`src/design/value_noise_smootherstep_interp_unit_assert.svh`:
```
// Assertion macros shared by the interpolator RTL.
`ifndef VALUE_NOISE_SMOOTHERSTEP_INTERP_UNIT_ASSERT_SVH
`define VALUE_NOISE_SMOOTHERSTEP_INTERP_UNIT_ASSERT_SVH

// Same-cycle implication, disabled during reset.
`define VNSI_ASSERT_SAME(label, clk, rst, ante, cons, msg) \
  label: assert property (@(posedge clk) disable iff (rst) (ante) |-> (cons)) \
    else $error(msg);

// Next-cycle implication, disabled during reset.
`define VNSI_ASSERT_NEXT(label, clk, rst, ante, cons, msg) \
  label: assert property (@(posedge clk) disable iff (rst) (ante) |=> (cons)) \
    else $error(msg);

`endif

```
`src/design/vnsi_pkg.sv`:
```
`timescale 1ns / 1ps
package vnsi_pkg;

  // Fraction constants in Q1.16
  localparam logic [16:0] T_ONE16    = 17'h10000;
  localparam logic [16:0] STEP_MIN   = 17'd1024;
  localparam logic [16:0] STEP_RESET = 17'd1311;
  // Index of the last sample a segment may have
  localparam logic [5:0]  SEG_LAST   = 6'd63;

  // Sequencer states
  typedef enum logic [2:0] {
    ST_IDLE,
    ST_FIRST,
    ST_TT,
    ST_T3,
    ST_Q,
    ST_S,
    ST_R,
    ST_OUT
  } st_t;

  // Operand selection for the shared multiplier
  typedef enum logic [2:0] {
    SEL_NONE,
    SEL_TT,
    SEL_T3,
    SEL_S,
    SEL_R
  } mul_sel_t;

  // Control from the sequencer to the datapath
  typedef struct packed {
    mul_sel_t sel;
    logic     ld_tt;
    logic     ld_t3;
    logic     ld_q;
    logic     ld_out;
    logic     ld_first;
  } ctrl_t;

endpackage

```
`src/design/vnsi_mul.sv`:
```
`timescale 1ns / 1ps
module vnsi_mul
  import vnsi_pkg::*;
#(
  parameter int W = 20
) (
  input  logic           clk,
  input  logic           ce,
  input  logic [W-1:0]   op_a,
  input  logic [W-1:0]   op_b,
  output logic [2*W-1:0] prod
);

  // Registered product, held while no operation is issued
  always_ff @(posedge clk) begin
    if (ce) begin
      prod <= op_a * op_b;
    end
  end

endmodule

```
`src/design/vnsi_ctrl.sv`:
```
`timescale 1ns / 1ps
module vnsi_ctrl
  import vnsi_pkg::*;
(
  input  logic  clk,
  input  logic  rst,
  input  logic  in_fire,
  input  logic  have_prev,
  input  logic  last,
  input  logic  out_free,
  output logic  in_ready,
  output ctrl_t ctl
);

  st_t state, state_next;

  always_ff @(posedge clk) begin
    if (rst) begin
      state <= ST_IDLE;
    end else begin
      state <= state_next;
    end
  end

  // Next state
  always_comb begin
    state_next = state;
    case (state)
      ST_IDLE: begin
        if (in_fire) begin
          state_next = have_prev ? ST_TT : ST_FIRST;
        end
      end
      ST_FIRST: begin
        if (out_free) begin
          state_next = ST_IDLE;
        end
      end
      ST_TT: state_next = ST_T3;
      ST_T3: state_next = ST_Q;
      ST_Q:  state_next = ST_S;
      ST_S:  state_next = ST_R;
      ST_R:  state_next = ST_OUT;
      ST_OUT: begin
        if (out_free) begin
          state_next = last ? ST_IDLE : ST_TT;
        end
      end
      default: state_next = ST_IDLE;
    endcase
  end

  // Outputs
  always_comb begin
    in_ready     = 1'b0;
    ctl          = '0;
    ctl.sel      = SEL_NONE;
    case (state)
      ST_IDLE:  in_ready = 1'b1;
      ST_FIRST: ctl.ld_first = out_free;
      ST_TT:    ctl.sel = SEL_TT;
      ST_T3: begin
        ctl.sel   = SEL_T3;
        ctl.ld_tt = 1'b1;
      end
      ST_Q: begin
        ctl.ld_t3 = 1'b1;
        ctl.ld_q  = 1'b1;
      end
      ST_S:   ctl.sel = SEL_S;
      ST_R:   ctl.sel = SEL_R;
      ST_OUT: ctl.ld_out = out_free;
      default: in_ready = 1'b0;
    endcase
  end

endmodule

```
`src/design/value_noise_smootherstep_interp_unit.sv`:
```
`timescale 1ns / 1ps
// The first value after reset passes through state ST_FIRST to the output register.
// Each segment sample steps through the shared multiplier in order (t*t, t2*t,
// quintic sum, t3*q, delta*S, output load); the input is held off for a whole segment,
// and an output stall holds the sequencer in its output or first state.
// Reset (rst, synchronous): sequencer idle, fade_step 1311, no previous value.
`include "value_noise_smootherstep_interp_unit_assert.svh"
module value_noise_smootherstep_interp_unit
  import vnsi_pkg::*;
#(
  parameter int FRAC_BITS = 16
) (
  input  logic        clk,
  input  logic        rst,
  // config write
  input  logic        cfg_valid,
  output logic        cfg_ready,
  input  logic [16:0] cfg_data,       // fade_step
  // input stream
  input  logic        s_axis_tvalid,
  output logic        s_axis_tready,
  input  logic [15:0] s_axis_tdata,   // lattice_value
  // output stream
  output logic        m_axis_tvalid,
  input  logic        m_axis_tready,
  output logic [15:0] m_axis_tdata,   // sample
  output logic        m_axis_tlast    // segment_end
);

  localparam int TW   = FRAC_BITS + 1;
  localparam int QW   = FRAC_BITS + 4;
  localparam int MW   = (FRAC_BITS + 4 > 16) ? FRAC_BITS + 4 : 16;
  localparam int PW   = 2 * MW;
  localparam int TTW  = 2 * FRAC_BITS + 2;
  localparam int SUMW = 2 * FRAC_BITS + 6;
  localparam int SHL  = (FRAC_BITS >= 16) ? FRAC_BITS - 16 : 0;
  localparam int SHR  = (FRAC_BITS < 16) ? 16 - FRAC_BITS : 0;

  localparam logic [PW-1:0]   HALF_P = PW'(1) << (FRAC_BITS - 1);
  localparam logic [PW-1:0]   ONE_P  = PW'(1) << FRAC_BITS;
  localparam logic [TW-1:0]   ONE_T  = TW'(1) << FRAC_BITS;
  localparam logic [SUMW-1:0] HALF_S = SUMW'(1) << (FRAC_BITS - 1);
  localparam logic [SUMW-1:0] TEN_S  = SUMW'(10) << (2 * FRAC_BITS);

  ctrl_t ctl;
  logic  in_fire, out_free;

  // Config register, writable any time the block is idle
  logic [16:0] fade_step, step_eff;
  assign cfg_ready = s_axis_tready;

  always_ff @(posedge clk) begin
    if (rst) begin
      fade_step <= STEP_RESET;
    end else if (cfg_valid && cfg_ready) begin
      fade_step <= cfg_data;
    end
  end

  assign step_eff = (fade_step < STEP_MIN) ? STEP_MIN : fade_step;

  // Lattice state
  logic        have_prev;
  logic [15:0] prev, a_r, b_r, d_r;
  logic        dge;

  assign in_fire  = s_axis_tvalid && s_axis_tready;
  assign out_free = !m_axis_tvalid || m_axis_tready;

  always_ff @(posedge clk) begin
    if (rst) begin
      have_prev <= 1'b0;
      prev      <= '0;
    end else if (in_fire) begin
      have_prev <= 1'b1;
      prev      <= s_axis_tdata;
    end
  end

  always_ff @(posedge clk) begin
    if (in_fire) begin
      a_r <= prev;
      b_r <= s_axis_tdata;
      dge <= (s_axis_tdata >= prev);
      d_r <= (s_axis_tdata >= prev) ? s_axis_tdata - prev : prev - s_axis_tdata;
    end
  end

  // Fraction position within the segment
  logic [16:0] t_cur, t_base;
  logic [5:0]  n, n_val;
  logic        last_r, last_v, t_adv;
  logic [17:0] t_raw;

  assign t_adv  = (in_fire && have_prev) || (ctl.ld_out && !last_r);
  assign t_base = in_fire ? 17'd0 : t_cur;
  assign n_val  = in_fire ? 6'd0 : n + 6'd1;
  assign t_raw  = {1'b0, t_base} + {1'b0, step_eff};
  assign last_v = (t_raw >= {1'b0, T_ONE16}) || (n_val == SEG_LAST);

  always_ff @(posedge clk) begin
    if (rst) begin
      t_cur  <= '0;
      n      <= '0;
      last_r <= 1'b0;
    end else if (t_adv) begin
      t_cur  <= last_v ? T_ONE16 : t_raw[16:0];
      n      <= n_val;
      last_r <= last_v;
    end
  end

  // Sequencer
  vnsi_ctrl u_ctrl (
    .clk      (clk),
    .rst      (rst),
    .in_fire  (in_fire),
    .have_prev(have_prev),
    .last     (last_r),
    .out_free (out_free),
    .in_ready (s_axis_tready),
    .ctl      (ctl)
  );

  // t rescaled to FRAC_BITS fractional bits
  logic [TW-1:0] tf;
  always_comb begin
    if (FRAC_BITS >= 16) begin
      tf = TW'(t_cur) << SHL;
    end else begin
      tf = TW'(t_cur >> SHR);
    end
  end

  // Shared multiplier and rounding of its product
  logic [MW-1:0] op_a, op_b;
  logic [PW-1:0] prod, prod_rnd;
  logic [TW-1:0] s_comb;

  assign prod_rnd = (prod + HALF_P) >> FRAC_BITS;
  assign s_comb   = (prod_rnd > ONE_P) ? ONE_T : TW'(prod_rnd);

  logic [TTW-1:0] tt;
  logic [TW-1:0]  t3;
  logic [QW-1:0]  q;

  always_comb begin
    case (ctl.sel)
      SEL_TT: begin
        op_a = MW'(tf);
        op_b = MW'(tf);
      end
      SEL_T3: begin
        op_a = MW'(TW'(prod_rnd));
        op_b = MW'(tf);
      end
      SEL_S: begin
        op_a = MW'(t3);
        op_b = MW'(q);
      end
      SEL_R: begin
        op_a = MW'(s_comb);
        op_b = MW'(d_r);
      end
      default: begin
        op_a = '0;
        op_b = '0;
      end
    endcase
  end

  vnsi_mul #(.W(MW)) u_mul (
    .clk (clk),
    .ce  (ctl.sel != SEL_NONE),
    .op_a(op_a),
    .op_b(op_b),
    .prod(prod)
  );

  // Quintic factor q = 6t^2 - 15t + 10 from the exact t*t
  logic [SUMW-1:0] tt_s, tf_s, q_sum;
  assign tt_s  = SUMW'(tt);
  assign tf_s  = SUMW'(tf);
  assign q_sum = (tt_s << 2) + (tt_s << 1) + TEN_S + HALF_S
               - (((tf_s << 4) - tf_s) << FRAC_BITS);

  always_ff @(posedge clk) begin
    if (ctl.ld_tt) begin
      tt <= TTW'(prod);
    end
    if (ctl.ld_t3) begin
      t3 <= TW'(prod_rnd);
    end
    if (ctl.ld_q) begin
      q <= QW'(q_sum >> FRAC_BITS);
    end
  end

  // Blend and saturate
  logic [16:0] r;
  logic [17:0] up_sum, dn_diff;
  logic [15:0] sample_next;

  assign r       = 17'(prod_rnd);
  assign up_sum  = {2'b00, a_r} + {1'b0, r};
  assign dn_diff = {2'b00, a_r} - {1'b0, r};

  always_comb begin
    if (dge) begin
      sample_next = (up_sum > 18'd65535) ? 16'hFFFF : up_sum[15:0];
    end else begin
      sample_next = dn_diff[17] ? 16'h0000 : dn_diff[15:0];
    end
  end

  // Output register
  always_ff @(posedge clk) begin
    if (rst) begin
      m_axis_tvalid <= 1'b0;
    end else if (ctl.ld_out || ctl.ld_first) begin
      m_axis_tvalid <= 1'b1;
    end else if (m_axis_tready) begin
      m_axis_tvalid <= 1'b0;
    end
  end

  always_ff @(posedge clk) begin
    if (ctl.ld_first) begin
      m_axis_tdata <= b_r;
      m_axis_tlast <= 1'b1;
    end else if (ctl.ld_out) begin
      m_axis_tdata <= sample_next;
      m_axis_tlast <= last_r;
    end
  end

  // Checks
  `VNSI_ASSERT_SAME(a_t_clamped, clk, rst, !s_axis_tready, t_cur <= T_ONE16, "t beyond one")
  `VNSI_ASSERT_NEXT(a_end_is_b, clk, rst, ctl.ld_out && last_r,
                    m_axis_tdata == $past(b_r), "segment end differs from target value")
  `VNSI_ASSERT_NEXT(a_end_idle, clk, rst, ctl.ld_out && last_r,
                    s_axis_tready, "not idle after segment end")

endmodule

```
`config.mk`:
```
export PLATFORM = sky130hd
export DESIGN_NAME = value_noise_smootherstep_interp_unit
export DESIGN_NICKNAME = d
export VERILOG_FILES = /design/src/design/vnsi_pkg.sv /design/src/design/vnsi_mul.sv /design/src/design/vnsi_ctrl.sv /design/src/design/value_noise_smootherstep_interp_unit.sv
export VERILOG_INCLUDE_DIRS = /design/src /design/src/design
export SDC_FILE = /design/constraint.sdc
export NUM_CORES = 2
export LEC_CHECK = 0
export CAP_MARGIN = 20
export CORE_MARGIN = 4
export CORE_UTILIZATION = 60
export CTS_CLUSTER_DIAMETER = 50
export CTS_CLUSTER_SIZE = 25
export DETAILED_ROUTE_END_ITERATION = 7
export DONT_BUFFER_PORTS = 1
export PLACE_DENSITY = 0.76
export SLEW_MARGIN = 20
export SYNTH_ARGS = -nofsm -noshare
export SYNTH_HDL_FRONTEND = slang
export SYNTH_SLANG_ARGS = --single-unit
```
`constraint.sdc`:
```
create_clock -name clk -period 9.7 [get_ports clk]
set_input_delay 0.97 -clock clk [delete_from_list [all_inputs] [get_ports clk]]
set_output_delay 0.97 -clock clk [all_outputs]
set_load 0.05 [all_outputs]
```
## Word-level counts from Yosys, hierarchy flattened

Index checks and enable logic that the tools add are counted.

- Bits in registers: 239
- Input bits: 38
- Output and inout port bits: 20
- Word-level logic and storage cells: 94

- Add/sub/neg operators: 12
- Multipliers: 1
- $lt $le $gt $ge: 5
- Equality and inequality tests: 15
- Muxes and demuxes: 27
- Reduce and logical (&&, ||, !) cells: 16

Operators by type and width:

| kind | count |
|---|---|
| 16-bit two-way mux | 6 |
| 17-bit two-way mux | 4 |
| 17-bit case mux with 4 select lines | 1 |
| 20-bit case mux with 3 select lines | 1 |
| 40-bit by 16-bit adder with 40-bit output (second input constant) | 1 |
| 17-bit by 20-bit multiplier with 37-bit output | 1 |
| 36-bit by 16-bit adder with 36-bit output (second input constant) | 1 |
| 36-bit by 35-bit adder with 36-bit output | 1 |
| 36-bit adder (second input constant) | 1 |
| 36-bit subtractor | 1 |
| 16-bit subtractor | 2 |
| 24-bit by 17-bit > comparator with 1-bit output (second input constant) | 1 |
| 3-bit case mux with 8 select lines | 1 |
| 20-bit by 17-bit subtractor with 20-bit output | 1 |
| 16-bit by 17-bit adder with 18-bit output | 1 |
| 17-bit by 17-bit adder with 18-bit output | 1 |
| 18-bit by 17-bit greater-or-equal comparator with 1-bit output (second input constant) | 1 |
| 18-bit by 16-bit > comparator with 1-bit output (second input constant) | 1 |
| 16-bit by 17-bit subtractor with 18-bit output | 1 |
| 17-bit by 11-bit < comparator with 1-bit output (second input constant) | 1 |
| 16-bit greater-or-equal comparator | 1 |
| 3-bit equality test (second input constant) | 5 |
| 3-bit by 2-bit equality test with 1-bit output (second input constant) | 4 |
| 3-bit case mux with 4 select lines | 1 |
| other kinds (17) | 36 |

## Longest topological paths before layout

- Word-level depth: 8
- Mapped depth: 32
- Mapped depth without buffers: 30

## Cells and area by module

A second synthesis with hierarchy kept.

- Cell total of the unflattened synthesis: 3293
- Area total of the unflattened synthesis: 30163.9 um^2

By module, submodules not included:

| module | instances | cells each | area each (um^2) | sequential area each (um^2) |
|---|---|---|---|---|
| value_noise_smootherstep_interp_unit | 1 | 1644 | 15080.7 | 5285.1 |
| vnsi_mul | 1 | 1610 | 14816.7 | 1201.2 |
| vnsi_ctrl | 1 | 39 | 266.5 | 60.1 |

## Least setup slack after synthesis

No wires, ideal clock.

- Kind: flip-flop to flip-flop
- Start: register u_mul.prod[18]
- End: register u_mul.prod[26], data pin
- Library setup time: 0.195 ns
- Arrival: 7.933 ns
- Required time: 9.505 ns
- Setup slack: 1.572 ns
- Cell stages (with the launch flop): 29
- Path buffers: 2
- Period minus slack after synthesis: 8.128 ns
- Cells stage by stage: edfxtp_1 -> buf_4 -> nand4_4 -> nor4_4 -> xor2_2 -> a2111oi_2 -> a41oi_2 -> or2_4 -> o21ai_1 -> buf_2 -> nand2_1 -> fa_1 -> fa_1 -> fa_1 -> inv_1 -> fa_1 -> fa_1 -> inv_1 -> fa_1 -> inv_1 -> ha_1 -> a21oi_1 -> o21ai_0 -> a2111oi_0 -> a21oi_1 -> o211ai_1 -> a21boi_0 -> or4b_2 -> o311ai_0

- Longest elaborated chain between the ends: 5

Ends and longest elaborated chain:

| item | line | RTL |
|---|---|---|
| start, declared | vnsi_mul.sv:11 | `output logic [2*W-1:0] prod` |
| start signal, assigned | vnsi_mul.sv:17 | `prod <= op_a * op_b;` |
| 40-bit by 16-bit adder with 40-bit output (*) | value_noise_smootherstep_interp_unit.sv:140 | `assign prod_rnd = (prod + HALF_P) >> FRAC_BITS;` |
| net prod_rnd[12] | value_noise_smootherstep_interp_unit.sv:137 | `logic [PW-1:0] prod, prod_rnd;` |
| 24-bit by 17-bit > comparator with 1-bit output | value_noise_smootherstep_interp_unit.sv:141 | `assign s_comb = (prod_rnd > ONE_P) ? ONE_T : TW'(prod_rnd);` |
| 17-bit two-way mux | value_noise_smootherstep_interp_unit.sv:141 |  |
| 17-bit case mux with 4 select lines (*) | value_noise_smootherstep_interp_unit.sv:148 | `case (ctl.sel)` |
| 17-bit by 20-bit multiplier with 37-bit output (*) | vnsi_mul.sv:17 |  |

Mark *: on every way through the listed nets, which the timed path passes. The rest lies on a longest branch.
A chain may end at the register's enable or synchronous reset.

## Final worst setup path

- Start: register u_mul.prod[15]
- End: register u_mul.prod[34], data pin

- Longest elaborated chain between the ends: 5

Ends and longest elaborated chain:

| item | line |
|---|---|
| 40-bit by 16-bit adder with 40-bit output (*) | value_noise_smootherstep_interp_unit.sv:140 |
| 24-bit by 17-bit > comparator with 1-bit output | value_noise_smootherstep_interp_unit.sv:141 |
| 17-bit two-way mux | value_noise_smootherstep_interp_unit.sv:141 |
| 17-bit case mux with 4 select lines (*) | value_noise_smootherstep_interp_unit.sv:148 |
| 17-bit by 20-bit multiplier with 37-bit output (*) | vnsi_mul.sv:17 |

Mark *: on every way between the ends. The rest lies on a longest branch, timed or not.

==> results.tsv <==
metric	value	unit
WL/cell	21.84	um
RR Endpoint	u_mul.prod[34]	
Max VDD drop	249.6	uV
Clock Tree Buf Depth	3	
slowest CP cell	fa_1	
Post-synth EDFFs	173	
final WL	79.79	mm
Max Cap Viol	0	
CTS tree	done	
P_leak	13.39	nW
Syn Area/Cell	9.066	um^2
Fin Setup TNS	0	ns
Critical Path RT	10.03	ns
starting density of the core	60.81	%
Tcrit/Tclk final	94.92	%
gr usage total	32.33	%
synth top area cells	fa_1 21%, edfxtp_1 19%, ha_1 13%, inv_1 6.6%, nand2_1 4.6%	
CP peak stage delay	0.54	ns
Setup crit end	u_mul.prod[34]	
DIE WIDTH	222.5	um
post-synthesis sequential area ratio	23.39	%
worst setup path class	flop to flop	
Hold Slack	0.4170	ns
global route overflow	0	
Slew @ Worst Pin	1.105	ns
root buf cell	clkbuf_16	
DRT Pass-1 Iters	8	
Worst setup startpoint	u_mul.prod[15]	
antenna diode count	0	
Via density	6.079	
final hold vios	0	
first-pass GRT wire length	126.9	mm
f_max	0.1086	GHz
area share of the leading cell type in the synthesized netlist	21.25	%
Mapped Nets	3659	
antenna violations before repair	0	
Slew Limit Headroom	26.36	%
status	complete, no violations	
vias in the first global route	22510	
R2R Setup Slk	0.49	ns
Final min period	9.208	ns
max-slew violation count	0	
CP Max Fanout	9	
DP Wirelength	64.55	mm
Pwr Density	155.0	nW/um^2
Vias	22210	
most common cell after layout, fill and taps aside	inv_1	
setup violators final	0	
Yosys reg bits	236	
crit path launch type	flop	
Gate Count Post-Synth	3044	
clock buffers created by TritonCTS	31	
fillcell total	3744	
Syn-to-layout area delta	6.715	%
cell repeated most along the worst path	fa_1	
ys flop type	edfxtp_1	
Die H	222.5	um
Die ar.	49490	um^2
H-tree depth	1	
Crit. End Element	flop	
DRC Markers	0	
largest net degree at the start of global routing	85	
initial DRC count	2050	
CP arrival	9.54	ns
cell taking the most area after synthesis	fa_1	
Post-Syn Area	27600	um^2
Num Clock Sinks	236	
port buffer count	0	
clk_skew	0.03086	ns
share of cells above drive strength 1	5.828	%
post-route ant nets	0	
Core ar.	45380	um^2
clk slew on worst S/H paths	0.07	ns
RSZ-0062 raised after global routing	no	
fraction of registers with async set or reset after synthesis	0	%
R2R Path Start	u_mul.prod[15]	
GPL Wtd Cong	0.9876	
Hold Path Class	flop to flop	
fin nets	3645	
Yosys warning total	0	
I/O pin count	58	
synth unique cells	97	
most frequent cells in the layout	487 x inv_1, 337 x nand2_1, 293 x fa_1	
Cell Rows	78	
Skew-Pair Late Insertion Delay	0.59	ns
worst reg2reg path depth	29	
[layer usage]
metal | vias to the layer above | GRT usage, % | routed length [um]
li1 | 10140 | - | -
met1 | 10970 | 44.38 | 32950
met2 | 955 | 53.88 | 37560
met3 | 148 | 4.954 | 6360
met4 | 0 | 9.226 | 2910
met5 | - | 0 | 0
[where the power goes]
group	total (W)	switching (W)	internal, W	leakage (nW)
Sequential	0.00141	0.000122	0.00129	2.12
Combinational	0.00201	0.00121	0.000807	10.8
Clock	0.00114	0.000525	0.000617	0.493
Total	0.00456	0.00185	0.00271	13.4
[how the worst min path moves through the flow]
stage                   start     end  slack [ns]  cells after the start
2_1_floorplan   u_mul.prod[0]   tt[0]        0.40                      0
3_3_place_gp   u_mul.prod[13]  tt[13]        0.40                      0
3_5_place_dp    u_mul.prod[2]   tt[2]        0.41                      0
4_1_cts         u_mul.prod[0]   tt[0]        0.42                      0
5_1_grt        u_mul.prod[11]  tt[11]        0.42                      0
6_report        u_mul.prod[0]   tt[0]        0.42                      0
[synth_stat cells, types with 18 or more instances]
master    number
inv_1        487
nand2_1      337
fa_1         293
ha_1         284
nor2_1       248
edfxtp_1     173
a21oi_1      154
o21ai_0      100
clkbuf_1      85
xnor2_1       74
dfxtp_1       63
and2_1        48
nand2b_1      46
nand3_1       41
a21o_1        38
nor3_1        35
a22o_1        33
nor2b_1       32
a22oi_1       31
xor2_1        30
buf_2         27
and3_1        24
a31oi_1       21
nand4_1       21
a211oi_1      20
o21bai_1      20
o211ai_1      18
o21a_1        18
[metrics by stage]
step / util (%) / worst slack (ns) / total power [W] / instances / cell area, um^2
final: 64.89 / 0.4924 / 0.004564 / 3654 / 29450
after CTS: 64.83 / 0.4200 / 0.004534 / 3652 / 29420
after global routing: 64.89 / 0.01679 / 0.004832 / 3654 / 29450
after global placement: 62.58 / 0.5745 / 0.003331 / 3595 / 28400
after detailed placement: 62.58 / 0.4917 / 0.003378 / 3595 / 28400
after floorplan: - / 1.572 / 0.002877 / 3044 / 27600
[cell type report]
cell class	count	area (um^2)	area share (%)
Clock inverter	22	230.2	0.7817
Tap cell	600	750.7	2.549
Multi-Input combinational cell	2192	18790	63.80
Sequential cell	236	6456	21.92
Inverter	490	1839	6.245
Timing Repair Buffer	79	593.1	2.014
Clock buffer	35	790.8	2.685
[sequential cells by signal, summed over array words and instances, names as in the netlist, 16 cells and up]
| name | flops |
|---|---|
| b_r | 16 |
| fade_step | 17 |
| u_mul.prod | 37 |
| a_r | 16 |
| tt | 34 |
| d_r | 16 |
| t3 | 17 |
| prev | 16 |
| m_axis_tdata | 16 |
| t_cur | 17 |
| q | 20 |
[cell families after synthesis]
| group | Yosys count | share of synthesized area (%) |
|---|---|---|
| xor+xnor | 105 | 3.360 |
| buf+inv | 616 | 8.664 |
| compound gates | 574 | 14.12 |
| fa+ha+maj | 577 | 34.13 |
| mux | 17 | 0.6211 |
| simple gates | 919 | 15.71 |
| flops | 236 | 23.39 |
[worst max-delay path, delay by kind of cell (launching register included)]
family	cells	cell delay, ns
compound gates	10	3.10
buf+inv	5	0.55
fa+ha+maj	8	3.50
flops	1	0.47
simple gates	6	1.31
[repair_timing]
action | in CTS | in global routing
setup buffers | 0 | 2
gates resized for setup | 0 | 3
hold buffers | 0 | 0
setup endpoints to repair | 0 | 6
Note: power is estimated with default switching activity, not from simulation.
